[src/spq_pkg.sv]
// ----------------------------------------------------------------------------
// spq_pkg
// Shared widths, codes and controller/datapath structs of the queue.
// ----------------------------------------------------------------------------
`default_nettype none

package spq_pkg;

	localparam int DATA_W           = 32;
	localparam int PRIO_W           = 8;
	localparam int STATUS_W         = 2;
	localparam int OCC_W            = 5;
	localparam int DEFAULT_CAPACITY = 16;

	// operation codes
	localparam logic OP_ENQ = 1'b0;
	localparam logic OP_DEQ = 1'b1;

	// result status codes
	localparam logic [STATUS_W-1:0] STAT_OK    = 2'd0;
	localparam logic [STATUS_W-1:0] STAT_UNDER = 2'd1;
	localparam logic [STATUS_W-1:0] STAT_FULL  = 2'd2;
	localparam logic [STATUS_W-1:0] STAT_RSVD  = 2'd3;

	// controller -> datapath
	typedef struct packed {
		logic load;    // capture a result this cycle
		logic ins;     // insert the incoming entry
		logic rem;     // pop the head entry
		logic full;    // enqueue refused
		logic under;   // dequeue of an empty queue
	} spq_cmd_t;

	// datapath -> controller
	typedef struct packed {
		logic empty;
		logic full;
	} spq_stat_t;

endpackage

`default_nettype wire

[src/spq_if.sv]
// ----------------------------------------------------------------------------
// spq_in_if / spq_out_if
// Valid/ready channels carrying queue requests and queue results.
// ----------------------------------------------------------------------------
`default_nettype none

interface spq_in_if;
	logic                               valid;
	logic                               ready;
	logic                               op;
	logic signed [spq_pkg::DATA_W-1:0]  item_data;
	logic        [spq_pkg::PRIO_W-1:0]  item_priority;

	modport source  (output valid, op, item_data, item_priority, input ready);
	modport sink    (input valid, op, item_data, item_priority, output ready);
	modport monitor (input valid, ready, op, item_data, item_priority);
endinterface

interface spq_out_if;
	logic                                valid;
	logic                                ready;
	logic        [spq_pkg::STATUS_W-1:0] status;
	logic signed [spq_pkg::DATA_W-1:0]   removed_data;
	logic        [spq_pkg::OCC_W-1:0]    occupancy;

	modport source  (output valid, status, removed_data, occupancy, input ready);
	modport sink    (input valid, status, removed_data, occupancy, output ready);
	modport monitor (input valid, ready, status, removed_data, occupancy);
endinterface

`default_nettype wire

[src/spq_ctrl.sv]
// ----------------------------------------------------------------------------
// spq_ctrl
// Handshake controller: accepts requests, decodes them against queue status.
// ----------------------------------------------------------------------------
`default_nettype none

module spq_ctrl (
	input  wire                 clk,
	input  wire                 arst_n,
	input  wire                 in_valid,
	input  wire                 in_op,
	output logic                in_ready,
	output logic                out_valid,
	input  wire                 out_ready,
	input  spq_pkg::spq_stat_t  stat,
	output spq_pkg::spq_cmd_t   cmd
);
	import spq_pkg::*;

	typedef enum logic [1:0] {
		ST_IDLE = 2'b01,
		ST_HOLD = 2'b10
	} state_t;

	state_t state_q;
	state_t state_d;
	logic   accept;

	// a new request may enter whenever the result slot is free or draining
	assign in_ready  = (state_q == ST_IDLE) || out_ready;
	assign out_valid = (state_q == ST_HOLD);
	assign accept    = in_valid && in_ready;

	always_comb begin
		cmd.load  = accept;
		cmd.ins   = accept && (in_op == OP_ENQ) && !stat.full;
		cmd.full  = accept && (in_op == OP_ENQ) &&  stat.full;
		cmd.rem   = accept && (in_op == OP_DEQ) && !stat.empty;
		cmd.under = accept && (in_op == OP_DEQ) &&  stat.empty;
	end

	always_comb begin
		state_d = state_q;
		case (state_q)
			ST_IDLE: begin
				if (accept) state_d = ST_HOLD;
			end
			ST_HOLD: begin
				if (!accept && out_ready) state_d = ST_IDLE;
			end
			default: state_d = ST_IDLE;
		endcase
	end

	always_ff @(posedge clk or negedge arst_n) begin
		if (!arst_n) begin
			state_q <= ST_IDLE;
		end else begin
			state_q <= state_d;
		end
	end

endmodule

`default_nettype wire

[src/spq_dp.sv]
// ----------------------------------------------------------------------------
// spq_dp
// Sorted shift-register cell array with entry count and result register.
// ----------------------------------------------------------------------------
`default_nettype none

module spq_dp #(
	parameter int CAPACITY = spq_pkg::DEFAULT_CAPACITY
) (
	input  wire                                clk,
	input  wire                                arst_n,
	input  spq_pkg::spq_cmd_t                  cmd,
	input  wire signed [spq_pkg::DATA_W-1:0]   item_data,
	input  wire        [spq_pkg::PRIO_W-1:0]   item_priority,
	output spq_pkg::spq_stat_t                 stat,
	output logic       [spq_pkg::STATUS_W-1:0] status,
	output logic signed [spq_pkg::DATA_W-1:0]  removed_data,
	output logic       [spq_pkg::OCC_W-1:0]    occupancy
);
	import spq_pkg::*;

	localparam int CNT_W = $clog2(CAPACITY + 1);

	logic [DATA_W-1:0] val_q [CAPACITY];
	logic [PRIO_W-1:0] pri_q [CAPACITY];
	logic [CNT_W-1:0]  count_q;
	logic [CNT_W-1:0]  count_d;
	logic [CAPACITY-1:0] shr;   // cell moves one place toward the tail

	logic [STATUS_W-1:0]      status_q;
	logic [DATA_W-1:0]        removed_q;
	logic [OCC_W-1:0]         occ_q;
	logic [CNT_W+OCC_W-1:0]   occ_wide;

	assign stat.empty = (count_q == '0);
	assign stat.full  = (count_q == CNT_W'(CAPACITY));

	// occupied cells holding a priority not below the new one
	for (genvar i = 0; i < CAPACITY; i++) begin : g_cmp
		assign shr[i] = (count_q > CNT_W'(i)) && (pri_q[i] >= item_priority);
	end

	for (genvar i = 0; i < CAPACITY; i++) begin : g_cell
		logic prev_shr;
		logic [DATA_W-1:0] up_val;
		logic [PRIO_W-1:0] up_pri;
		logic [DATA_W-1:0] dn_val;
		logic [PRIO_W-1:0] dn_pri;

		if (i == 0) begin : g_first
			assign prev_shr = 1'b0;
			assign up_val   = val_q[0];
			assign up_pri   = pri_q[0];
		end else begin : g_rest
			assign prev_shr = shr[i-1];
			assign up_val   = val_q[i-1];
			assign up_pri   = pri_q[i-1];
		end

		if (i == CAPACITY - 1) begin : g_last
			assign dn_val = val_q[i];
			assign dn_pri = pri_q[i];
		end else begin : g_mid
			assign dn_val = val_q[i+1];
			assign dn_pri = pri_q[i+1];
		end

		always_ff @(posedge clk) begin
			if (cmd.ins) begin
				if (prev_shr) begin
					val_q[i] <= up_val;
					pri_q[i] <= up_pri;
				end else if (shr[i] || (count_q == CNT_W'(i))) begin
					val_q[i] <= item_data;
					pri_q[i] <= item_priority;
				end
			end else if (cmd.rem) begin
				val_q[i] <= dn_val;
				pri_q[i] <= dn_pri;
			end
		end
	end

	always_comb begin
		count_d = count_q;
		if (cmd.ins)      count_d = count_q + CNT_W'(1);
		else if (cmd.rem) count_d = count_q - CNT_W'(1);
	end

	assign occ_wide = {{OCC_W{1'b0}}, count_d};

	always_ff @(posedge clk or negedge arst_n) begin
		if (!arst_n) begin
			count_q <= '0;
		end else begin
			count_q <= count_d;
		end
	end

	// result register, payload only
	always_ff @(posedge clk) begin
		if (cmd.load) begin
			if (cmd.full)       status_q <= STAT_FULL;
			else if (cmd.under) status_q <= STAT_UNDER;
			else                status_q <= STAT_OK;
			removed_q <= cmd.rem ? val_q[0] : '0;
			occ_q     <= occ_wide[OCC_W-1:0];
		end
	end

	assign status       = status_q;
	assign removed_data = removed_q;
	assign occupancy    = occ_q;

endmodule

`default_nettype wire

[src/sorted_priority_queue.sv]
// ----------------------------------------------------------------------------
// sorted_priority_queue
// Priority queue of CAPACITY entries kept in ascending priority order.
// ----------------------------------------------------------------------------
// Every request beat on in_ch (enqueue or dequeue) yields exactly one result
// beat on out_ch, in the cycle after acceptance. The entries sit in a row of
// shift-register cells; each cell compares its priority against the incoming
// one in parallel, so an insert or a pop completes at the clock edge
// that accepts the request, and a request can be taken every cycle as long
// as the sink takes results (the one-deep result register is what sets the
// pace under back-pressure). On equal priorities a new entry goes ahead of
// the stored ones. Dequeue of an empty queue returns status underflow with
// zero data; enqueue into a full queue is dropped and returns status full.
// occupancy carries the low five bits of the entry count after the request.
// No clearing pass: cell contents are never read beyond the count, and the
// queue is usable right after reset.
// ----------------------------------------------------------------------------
`default_nettype none

module sorted_priority_queue #(
	parameter int CAPACITY = spq_pkg::DEFAULT_CAPACITY
) (
	input  wire      clk,
	input  wire      arst_n,
	spq_in_if.sink   in_ch,
	spq_out_if.source out_ch
);
	import spq_pkg::*;

	spq_cmd_t  cmd;    // controller -> datapath commands
	spq_stat_t stat;   // datapath empty/full flags

	// Controller: handshake on both channels and op decode.
	spq_ctrl u_ctrl (
		.clk       (clk),
		.arst_n    (arst_n),
		.in_valid  (in_ch.valid),
		.in_op     (in_ch.op),
		.in_ready  (in_ch.ready),
		.out_valid (out_ch.valid),
		.out_ready (out_ch.ready),
		.stat      (stat),
		.cmd       (cmd)
	);

	// Datapath: sorted cell array, entry count, result register.
	spq_dp #(
		.CAPACITY (CAPACITY)
	) u_dp (
		.clk           (clk),
		.arst_n        (arst_n),
		.cmd           (cmd),
		.item_data     (in_ch.item_data),
		.item_priority (in_ch.item_priority),
		.stat          (stat),
		.status        (out_ch.status),
		.removed_data  (out_ch.removed_data),
		.occupancy     (out_ch.occupancy)
	);

endmodule

`default_nettype wire

[src/flat_wrapper.sv]
// flat-port wrapper written by rule: the top's interface ports become plain ports
module sorted_priority_queue_flat import spq_pkg::*;
#(
	parameter int CAPACITY = spq_pkg::DEFAULT_CAPACITY
)
  (clk, arst_n, in_ch_valid, in_ch_op, in_ch_item_data, in_ch_item_priority, in_ch_ready, out_ch_valid, out_ch_status, out_ch_removed_data, out_ch_occupancy, out_ch_ready);
  spq_in_if in_ch_i ();
  spq_out_if out_ch_i ();
  input  wire clk;
  input  wire arst_n;
  input wire logic [$bits(in_ch_i.valid)-1:0] in_ch_valid;
  input wire logic [$bits(in_ch_i.op)-1:0] in_ch_op;
  input wire logic [$bits(in_ch_i.item_data)-1:0] in_ch_item_data;
  input wire logic [$bits(in_ch_i.item_priority)-1:0] in_ch_item_priority;
  output wire logic [$bits(in_ch_i.ready)-1:0] in_ch_ready;
  output wire logic [$bits(out_ch_i.valid)-1:0] out_ch_valid;
  output wire logic [$bits(out_ch_i.status)-1:0] out_ch_status;
  output wire logic [$bits(out_ch_i.removed_data)-1:0] out_ch_removed_data;
  output wire logic [$bits(out_ch_i.occupancy)-1:0] out_ch_occupancy;
  input wire logic [$bits(out_ch_i.ready)-1:0] out_ch_ready;
  assign in_ch_i.valid = in_ch_valid;
  assign in_ch_i.op = in_ch_op;
  assign in_ch_i.item_data = in_ch_item_data;
  assign in_ch_i.item_priority = in_ch_item_priority;
  assign in_ch_ready = in_ch_i.ready;
  assign out_ch_valid = out_ch_i.valid;
  assign out_ch_status = out_ch_i.status;
  assign out_ch_removed_data = out_ch_i.removed_data;
  assign out_ch_occupancy = out_ch_i.occupancy;
  assign out_ch_i.ready = out_ch_ready;
  sorted_priority_queue #(.CAPACITY(CAPACITY)) u_core (.clk(clk), .arst_n(arst_n), .in_ch(in_ch_i), .out_ch(out_ch_i));
endmodule
[config.mk]
export PLATFORM = sky130hd
export DESIGN_NAME = sorted_priority_queue_flat
export DESIGN_NICKNAME = d
export VERILOG_FILES = /design/src/spq_pkg.sv /design/src/spq_if.sv /design/src/spq_ctrl.sv /design/src/spq_dp.sv /design/src/sorted_priority_queue.sv /design/src/flat_wrapper.sv
export SDC_FILE = /design/constraint.sdc
export NUM_CORES = 2
export LEC_CHECK = 0
export ABC_AREA = 1
export BUFFER_PORTS_ARGS = -buffer_cell sky130_fd_sc_hd__buf_2
export CORE_ASPECT_RATIO = 1.4
export CORE_MARGIN = 10
export CORE_UTILIZATION = 35
export DETAILED_ROUTE_END_ITERATION = 10
export PLACE_DENSITY = 0.49
export SLEW_MARGIN = 20
export SYNTH_ARGS = -nofsm -noshare
export SYNTH_HDL_FRONTEND = slang
export SYNTH_SLANG_ARGS = --single-unit
[constraint.sdc]
create_clock -name clk -period 6.3 [get_ports clk]
set_clock_uncertainty 0.05 [all_clocks]
set_input_delay 1.89 -clock clk [delete_from_list [all_inputs] [get_ports clk]]
set_output_delay 1.89 -clock clk [all_outputs]
set_load 0.02 [all_outputs]
==> flow_metrics.py <==
metrics = {
    "worst_setup_path": {
        "rr_worst_depth": 9,
        "crit_type": "in2reg",
        "r2r_start": "u_core.u_ctrl.state_q[0]",
        "cp_max_fo": 40,
        "crit_arrival_ps": 4740,
        "r2r_setup_slack_ps": 2720,
        "worstSetupStartpoint": "in_ch_item_priority[1]",
        "end_kind": "flop",
        "start_kind": "input port",
        "r2r_end": "u_core.u_dp.val_q[1][152]",
        "worstPathRequired_ps": 6670,
    },
    "timing": {
        "min_period_ps": 4373,
        "rsz0062_at_grt": "false",
        "slew_headroom_pct": 27.72,
        "max_freq_ghz": 0.2287,
        "hold_viol": 0,
        "finalCritPeriodShare_pct": 69.42,
        "finalSetupTns_ps": 0,
        "finalMaxSlewViolations": 0,
        "setup_viol": 0,
        "tightest_slew_ps": 1075,
    },
    "pwr": {
        "p_sw_share_pct": 39.75,
        "vdd_drop_max_mv": 0.2649,
        "leakage_nw": 21.18,
        "intPower_mw": 11.36,
        "seqPwrFrac_pct": 42.1,
        "pwr-share-clk_pct": 22.2,
        "combPwrFrac_pct": 35.7,
        "powerDensity_mw_per_mm2": 420.9,
        "p_switching_mw": 7.495,
    },
    "clock_network": {
        "ctsResizeCount": 0,
        "cts_buffers": 75,
        "cts_hold_buf": 0,
        "cts-root-buf": "clkbuf_16",
        "cts.htree.levels": 3,
        "cts.clk_slew.worst_paths_ps": 60,
        "post_cts_buffers": 0,
        "cts_num_sinks": 686,
        "cts_tree": "done",
        "clk_latency_ps": 670,
        "clock_path_buffers": 3,
    },
    "place": {
        "place.gp.congestion": 0.8312,
        "place_hpwl_um": 84820,
        "io_buffers": 85,
        "placed_cells": 6517,
        "dpl-instance-area_mm2": 0.04259,
    },
    "global_routing": {
        "gr-total-overflow": 0,
        "grt_first_pass_wirelength_um": 189300,
        "grtUsageTotal_pct": 18.08,
        "grt_max_degree": 156,
        "grt_pass1_vias": 31877,
        "antenna_found_initial": 3,
    },
    "final_layout": {
        "area_delta_synth_final_pct": 9.819,
        "layout_commonest_cell": "nand2_1",
        "regArea_mm2": 0.02057,
        "nFillCells": 12001,
        "fin_cells": 6646,
        "layout_common_cells": "1,943 x nand2_1, 1,063 x nand3_1, 679 x edfxtp_1",
        "fin_area_mm2": 0.04479,
        "nets": 5273,
        "drive_above_1_share_pct": 6.006,
        "multi_input_area_mm2": 0.01638,
    },
    "worst_hold_path": {
        "hp-start": "u_core.u_dp.val_q[1][239]",
        "min_path_type": "reg2reg",
        "min_path_cells": 2,
        "min_to": "u_core.u_dp.val_q[1][207]",
    },
    "synthesis": {
        "ys_seq_elements": 686,
        "synthDistinctLibCells": 26,
        "ys_warn_count": 0,
        "syn_area_per_cell_um2": 7.861,
        "yosysSeqAreaShare_pct": 50.42,
        "synthCells": 5189,
        "syn_area_mm2": 0.04079,
        "syn-num-nets": 5368,
    },
    "die": {
        "top_level_ports": 86,
        "die_w_um": 308.5,
        "core.rowCount": 148,
        "core_area_mm2": 0.1159,
        "dieHeight_um": 423.9,
        "start_util_pct": 35.19,
        "die_area_mm2": 0.1308,
    },
    "route": {
        "avgRoutedWirePerCell_um": 18.08,
        "drtPass1Iterations": 5,
        "drtIter0Drc": 2722,
        "drc": 0,
        "antenna_left": 0,
        "dr_total_vias": 32647,
        "routed_wl_um": 120100,
        "routed_via_density": 4.912,
    },
    "status": {
        "status": "completed",
    },
    "flow_run": {
        "max_cap_violations": 0,
    },
}
==> power groups by stage <==
stage | Clock [mW] | Combinational (mW) | Sequential (mW)
detailed placement | 0 | 6.79 | 8.02
CTS | 4.31 | 6.81 | 7.93
finish | 4.18 | 6.73 | 7.94
global route | 4.47 | 7.71 | 8.09
floorplan | 0 | 4.76 | 7.89
global placement | 0 | 6.70 | 7.98
==> critical path, cell delays in order <==
cell and delay, ps:
buf_2 120, inv_1 490, buf_4 370, ha_1 290
nand2_1 80, nand3_1 70, nand2_1 60, nand2_1 40
nand2_1 50, nand2_1 140, nand2_1 120, nand2_1 70
nand2_1 90, buf_4 480, nand2_1 120, nand3_1 100
nand2_1 60
==> layout make-up <==
cell class,count,area share (%)
clock buffers,100,4.539
well taps,1500,4.190
repair buffers,185,2.905
multi-input cells,3491,36.56
diodes,1,0.005586
flip-flops and latches,686,45.91
inverters,655,5.505
clock inverters,28,0.3827
==> registers in the layout, summed over array words and instances (netlist names) <==
signal	flops
u_core.u_dp.occupancy	5
u_core.u_dp.removed_data	32
u_core.u_dp.status	2
u_core.u_dp.pri_q	128
u_core.u_dp.val_q	512
u_core.u_ctrl.state_q	2
u_core.u_dp.count_q	5
==> logic make-up after synthesis <==
logic type      share of synthesized area [%]
xor+xnor                              0.06443
fa+ha+maj                               4.110
compound gates                          3.135
flops                                   50.42
simple gates                            32.50
buf+inv                                 9.773
==> per-layer routing <==
metal  GRT usage (%)  wire length, um  vias up
li1                -                -    16701
met1           25.17            55940    14943
met2           29.14            54860      862
met3           2.637             7149      141
met4           4.586             2186        0
met5               0                0        -
==> worst max path at each step <==
stage / slack (ps) / to / cells past startpoint
2_1_floorplan: 300 / u_core.u_dp.pri_q[1][32] / 12
3_3_place_gp: 1240 / u_core.u_dp.val_q[1][140] / 10
3_5_place_dp: 1210 / u_core.u_dp.val_q[1][139] / 10
4_1_cts: 1930 / u_core.u_dp.val_q[0][213] / 14
5_1_grt: 1690 / u_core.u_dp.val_q[1][170] / 13
6_report: 1930 / u_core.u_dp.val_q[0][78] / 17
==> stage by stage <==
stage	util (%)	hold WS, ps	power [mW]	setup WS, ps
after detailed placement	36.74	452.4	14.81	1209
final	38.64	459.3	18.86	1927
after CTS	38.64	465.7	19.06	1930
after global routing	38.64	476.2	20.28	1691
after floorplan	-	444.7	12.66	297.7
after global placement	36.74	448.5	14.68	1244
==> cell usage after synthesis, drive strengths merged <==
library cell | instances | area, um^2
a21oi | 52 | 301.5
buf | 174 | 840.8
clkbuf | 183 | 686.9
dfrtp | 6 | 150.1
dfstp | 1 | 26.28
edfxtp | 679 | 20390
ha | 134 | 1677
inv | 655 | 2459
nand2 | 1945 | 7301
nand3 | 1068 | 5358
nand3b | 1 | 7.510
nand4 | 44 | 275.3
nor2 | 82 | 307.8
nor4 | 1 | 6.260
o211ai | 10 | 75.07
o21a | 55 | 412.9
o21ai | 93 | 465.5
o221ai | 1 | 8.760
o31ai | 2 | 15.01
xor2 | 3 | 26.28
(Power assumes the default switching activity.)
